File: src/design/vlmba_pkg.sv
// Shared types and codes for the message buffer allocator.
`timescale 1ns / 1ps
`default_nettype none

package vlmba_pkg;

    localparam int REGION_W = 17;
    localparam int ID_W     = 32;
    localparam int LEN_W    = 16;

    localparam logic [1:0] FN_PUT   = 2'd0;
    localparam logic [1:0] FN_GET   = 2'd1;
    localparam logic [1:0] FN_CLEAR = 2'd2;

    typedef enum logic [2:0] {
        ST_OK      = 3'd0,
        ST_FULL    = 3'd1,
        ST_NOSPACE = 3'd2,
        ST_EMPTY   = 3'd3,
        ST_IGNORED = 3'd4
    } status_t;

    typedef enum logic [1:0] {
        SRC_NONE = 2'd0,
        SRC_PUT  = 2'd1,
        SRC_GET  = 2'd2
    } src_t;

    typedef struct packed {
        logic [1:0]       func;
        logic [ID_W-1:0]  msg_id;
        logic [LEN_W-1:0] msg_len;
    } cmd_t;

    typedef struct packed {
        status_t          status;
        logic [ID_W-1:0]  out_id;
        logic [LEN_W-1:0] out_offset;
        logic [LEN_W-1:0] out_len;
        logic             queue_empty;
        logic             queue_full;
    } result_t;

    typedef struct packed {
        logic [ID_W-1:0]     id;
        logic [REGION_W-1:0] offset;
        logic [LEN_W-1:0]    len;
    } desc_t;

    // controller -> datapath
    typedef struct packed {
        logic    latch;
        logic    put;
        logic    clear;
        logic    rd;
        logic    rel;
        logic    merge;
        logic    fin;
        src_t    src;
        status_t status;
    } ctl_t;

    // datapath -> controller
    typedef struct packed {
        logic [1:0] func;
        logic       empty;
        logic       full;
        logic       fits;
    } stat_t;

endpackage

`default_nettype wire

File: src/design/vlmba_ctrl.sv
// Operation sequencer for the message buffer allocator.
`timescale 1ns / 1ps
`default_nettype none

module vlmba_ctrl (
    input  wire logic            clk,
    input  wire logic            rst_n,
    input  wire logic            start,
    input  wire vlmba_pkg::stat_t st,
    output vlmba_pkg::ctl_t      ctl,
    output logic                 busy
);

    typedef enum logic [3:0] {
        S_IDLE  = 4'b0001,
        S_EXEC  = 4'b0010,
        S_REL   = 4'b0100,
        S_MERGE = 4'b1000
    } state_t;

    state_t state_reg, state_next;

    always_comb
    begin
        ctl        = '0;
        ctl.src    = vlmba_pkg::SRC_NONE;
        ctl.status = vlmba_pkg::ST_OK;
        state_next = state_reg;
        case (state_reg)
            S_IDLE:
            begin
                if (start)
                begin
                    ctl.latch  = 1'b1;
                    state_next = S_EXEC;
                end
            end
            S_EXEC:
            begin
                ctl.fin    = 1'b1;
                state_next = S_IDLE;
                case (st.func)
                    vlmba_pkg::FN_PUT:
                    begin
                        if (st.full)
                        begin
                            ctl.status = vlmba_pkg::ST_FULL;
                        end
                        else if (st.fits)
                        begin
                            ctl.put = 1'b1;
                            ctl.src = vlmba_pkg::SRC_PUT;
                        end
                        else
                        begin
                            ctl.status = vlmba_pkg::ST_NOSPACE;
                        end
                    end
                    vlmba_pkg::FN_GET:
                    begin
                        if (st.empty)
                        begin
                            ctl.status = vlmba_pkg::ST_EMPTY;
                        end
                        else
                        begin
                            // fetch the oldest descriptor, finish after release and merge
                            ctl.fin    = 1'b0;
                            ctl.rd     = 1'b1;
                            state_next = S_REL;
                        end
                    end
                    vlmba_pkg::FN_CLEAR:
                    begin
                        if (st.empty)
                        begin
                            ctl.clear = 1'b1;
                        end
                        else
                        begin
                            ctl.status = vlmba_pkg::ST_IGNORED;
                        end
                    end
                    default:
                    begin
                        ctl.status = vlmba_pkg::ST_IGNORED;
                    end
                endcase
            end
            S_REL:
            begin
                ctl.rel    = 1'b1;
                state_next = S_MERGE;
            end
            S_MERGE:
            begin
                ctl.merge  = 1'b1;
                ctl.fin    = 1'b1;
                ctl.src    = vlmba_pkg::SRC_GET;
                state_next = S_IDLE;
            end
            default:
            begin
                state_next = S_IDLE;
            end
        endcase
    end

    always_ff @(posedge clk or negedge rst_n)
    begin
        if (!rst_n)
        begin
            state_reg <= S_IDLE;
        end
        else
        begin
            state_reg <= state_next;
        end
    end

    assign busy = (state_reg != S_IDLE);

    a_rd_then_rel: assert property (@(posedge clk) disable iff (!rst_n)
        ctl.rd |=> (state_reg == S_REL))
        else $error("descriptor read not followed by release");

    a_accept_idle: assert property (@(posedge clk) disable iff (!rst_n)
        ctl.latch |-> (!busy && start))
        else $error("transaction latched while busy");

    a_fin_exclusive: assert property (@(posedge clk) disable iff (!rst_n)
        ctl.fin |-> !ctl.rd && !ctl.latch)
        else $error("finish overlaps read or accept");

endmodule

`default_nettype wire

File: config.mk
export PLATFORM = sky130hd
export DESIGN_NAME = vlmba_ctrl
export DESIGN_NICKNAME = d
export VERILOG_FILES = /design/src/design/vlmba_pkg.sv /design/src/design/vlmba_ctrl.sv
export SDC_FILE = /design/constraint.sdc
export NUM_CORES = 1
export LEC_CHECK = 0
export ABC_AREA = 1
export BUFFER_PORTS_ARGS = -buffer_cell sky130_fd_sc_hd__buf_2
export CAP_MARGIN = 20
export CORE_AREA = 2 2 39 41
export CTS_CLUSTER_SIZE = 10
export DETAILED_ROUTE_END_ITERATION = 16
export DIE_AREA = 0 0 41 43
export SLEW_MARGIN = 25
export SYNTH_ARGS = -nofsm -noshare
export SYNTH_HDL_FRONTEND = slang
export SYNTH_SLANG_ARGS = --single-unit
File: constraint.sdc
create_clock -name clk -period 1.2 [get_ports clk]
set_input_delay 0.06 -clock clk [delete_from_list [all_inputs] [get_ports clk]]
set_output_delay 0.06 -clock clk [all_outputs]
set_load 0.05 [all_outputs]
==> results.md <==
* Register area share after synthesis at 0.307
* Vias in the first global route at approximately 420
* CP endpoint: ctl[10]
* Initial Util at 0.239
* Crit. Startpoint: state_reg[3]
* Setup Crit Path Kind: reg -> out
* Setup slack after layout at -0.197 ns
* P_leak at approximately 0.42 nW
* F_max at 716 MHz
* Power density over cell area at approximately 1600 nW/um^2
* Net count after synthesis at 59
* Net Sw Frac at 0.480
* Full die area at 1760 um^2
* Status: finished with violations
* Top cells by area, synth: dfrtp_1 (23%), inv_1 (13%), nand2_1 (9.1%)
* First-pass GRT wire length at roughly 1700 um
* Post-synth top cells: inv_1 (11), nand2_1 (8), nor2_1 (8)
* Drt total wl at roughly 1200 um
* Worst rel slew slack at 0.837
* Clock Sink Count at 4
* CTS tree: built
* Core area at approximately 1400 um^2
* Post-synth top area share at 0.227
* Port Buffers at 20
* Chip height at 43 um
* Critical path arrival at ~1.3 ns
* Ratio of final minimum period to clock period at 1.16
* CTS buffer count at 3
* Area leader, netlist: dfrtp_1
* Hold Path Class: in -> async
* Top Ports at 21
* Remaining global-route overflow at 0
* Max reg flops at 4
* Total GRT Usage at 0.146
* # setup viols final at 15
* Fin nets at 99
* Synth Instances at 51
* H-tree depth at 1
* Post-synth top flop: dfrtp_1
* Row cnt at 14
* P_sw at approximately 690 uW
* RSZ-0062 raised after global routing: yes
* Total power at 1.44 mW
* Largest net degree at the start of global routing at 6
* Pint at ~750 uW
* Clock slew at reported path FFs at 0.04 ns
* Min Tclk post-route at 1.40 ns
* Die Span X at ~41 um
* Max-Cap Viols at 0
* Clk root buf: clkbuf_4
* Mapped cell area at 330 um^2
* Drc violations at 0
* Max IR drop VDD at ~0.93 mV
* Clk_lat worst skew at between 0.2 and 0.25 ns
* Vias per Instance at 4.32
* Layout cells sized above 1 at 0.800
* DR iter-0 viols at 4
* Placer Congestion at between 0.6 and 0.7
* Cell Area, Placed at between 500 and 600 um^2
* R2R cell count at 9
* Worst-path fanout max at 5
* WP data required at 1.14 ns
* Worst R2R Setup Slack at -0.19 ns
* Startpoint Class: flip-flop
* Yosys Warn Count at 0
* Routed WL per cell at 11.6 um
* #FFs+latches synth at 4
* Area added between synthesis and finish at 167%
* Post-synth EDFFs at 0
* Max Slew Vio Count at 0
* Top-count cell post-synth: inv_1
* Count of different cell masters after synthesis at 16
* Slew of the pin with the lowest slew margin at roughly 0.24 ns
* Worst R2R Start: state_reg[3]
* Final hold vios at 0
* Ys async rst share at 1.00
* Worst-case clock buffer depth at 2
* Final Cell Area at 883 um^2
* Clock power share at 0.128
* Failing checks: negative setup slack
* RR Endpoint: state_reg[0]
* CP Capture Type: primary output
* Remaining antenna violation count at 0
* TritonRoute pass-1 iters at 4
* DP Wirelength at 728 um
* Worst Skew at 0.00960 ns
* Initial antenna violation count at 0
* Antenna diodes at 0
* Syn Area/Cell at roughly 6.5 um^2
* Vias at 458
* Power share of the combinational group at 0.714
* Register share of total power at 0.159
[stage by stage]
stage | utilization | TNS [ns] | setup WS (ns) | hold slack [ns] | instances
2_1_floorplan | - | -1.06 | -0.289 | -0.236 | 51
3_3_place_gp | 0.398 | -0.0241 | -0.0229 | -0.134 | 92
3_5_place_dp | 0.398 | -0.0459 | -0.0451 | -0.133 | 92
4_1_cts | 0.554 | -1.32 | -0.172 | 0.118 | 100
5_1_grt | 0.638 | -2.89 | -0.260 | 0.158 | 106
6_report | 0.638 | -1.95 | -0.197 | 0.156 | 106
[what timing repair did]
action,CTS,global route
setup endpoints to repair,13,15
hold endpoints to repair,4,0
hold buffers,1,0
resized for setup,47,20
pin swaps,5,4
buffers inserted,3,6
[cell families after synthesis]
group / Yosys count / synth area share
AO/OA/AOI/OAI: 4 / 0.0796
buffers and inverters: 12 / 0.148
flip-flops: 4 / 0.307
AND/OR/NAND/NOR: 31 / 0.466
[routing by layer]
| layer | track usage | share of wire |
|---|---|---|
| met5 | 0 | 0 |
| met2 | 0.234 | 0.55 |
| met4 | 0.0800 | 0.011 |
| met1 | 0.170 | 0.40 |
| met3 | 0.0314 | 0.042 |
[layout make-up]
cell class | count | area [um^2]
Clock buffer | 4 | 26.3
Fill cell | 109 | 500
Inverter | 11 | 43.8
Multi-Input combinational cell | 35 | 348
Sequential cell | 4 | 104
Tap cell | 16 | 20.0
Timing Repair Buffer | 36 | 342
[power groups by stage]
stage                     Clock [mW]  Combinational (mW)  Sequential (mW)
after floorplan                    0               0.411            0.203
after global routing           0.208                1.08            0.232
after CTS                      0.187               0.801            0.207
final                          0.184                1.03            0.228
after detailed placement           0               0.546            0.207
after global placement             0               0.546            0.206
[critical path, stage by stage, from the launching register on]
cell and delay, ns:
dfrtp_1 0.39, buf_6 0.13, nor2_4 0.12, nand2_4 0.10, nor3_4 0.17, buf_6 0.19
[worst min path at each step]
stage	startpoint	endpoint	slack [ns]	cells past startpoint
after floorplan	rst_n	state_reg[1]	-0.24	0
final	rst_n	state_reg[3]	0.16	2
after global placement	rst_n	state_reg[1]	-0.13	1
after global routing	rst_n	state_reg[3]	0.16	2
after detailed placement	rst_n	state_reg[1]	-0.13	1
after CTS	start	state_reg[1]	0.12	3
[cells in the final DEF, fill, tap and decap left out, drive strengths merged]
cell,netlist,routed
dfstp,1,1
nand3b,1,1
a21oi,3,3
nand2,10,10
nor2,11,11
dlygate4sd3,0,1
nor3,3,3
buf,1,35
inv,11,11
dfrtp,3,3
clkbuf,0,4
nand3,6,6
o31ai,1,1
No activity file was read; power rests on OpenSTA's default activity.
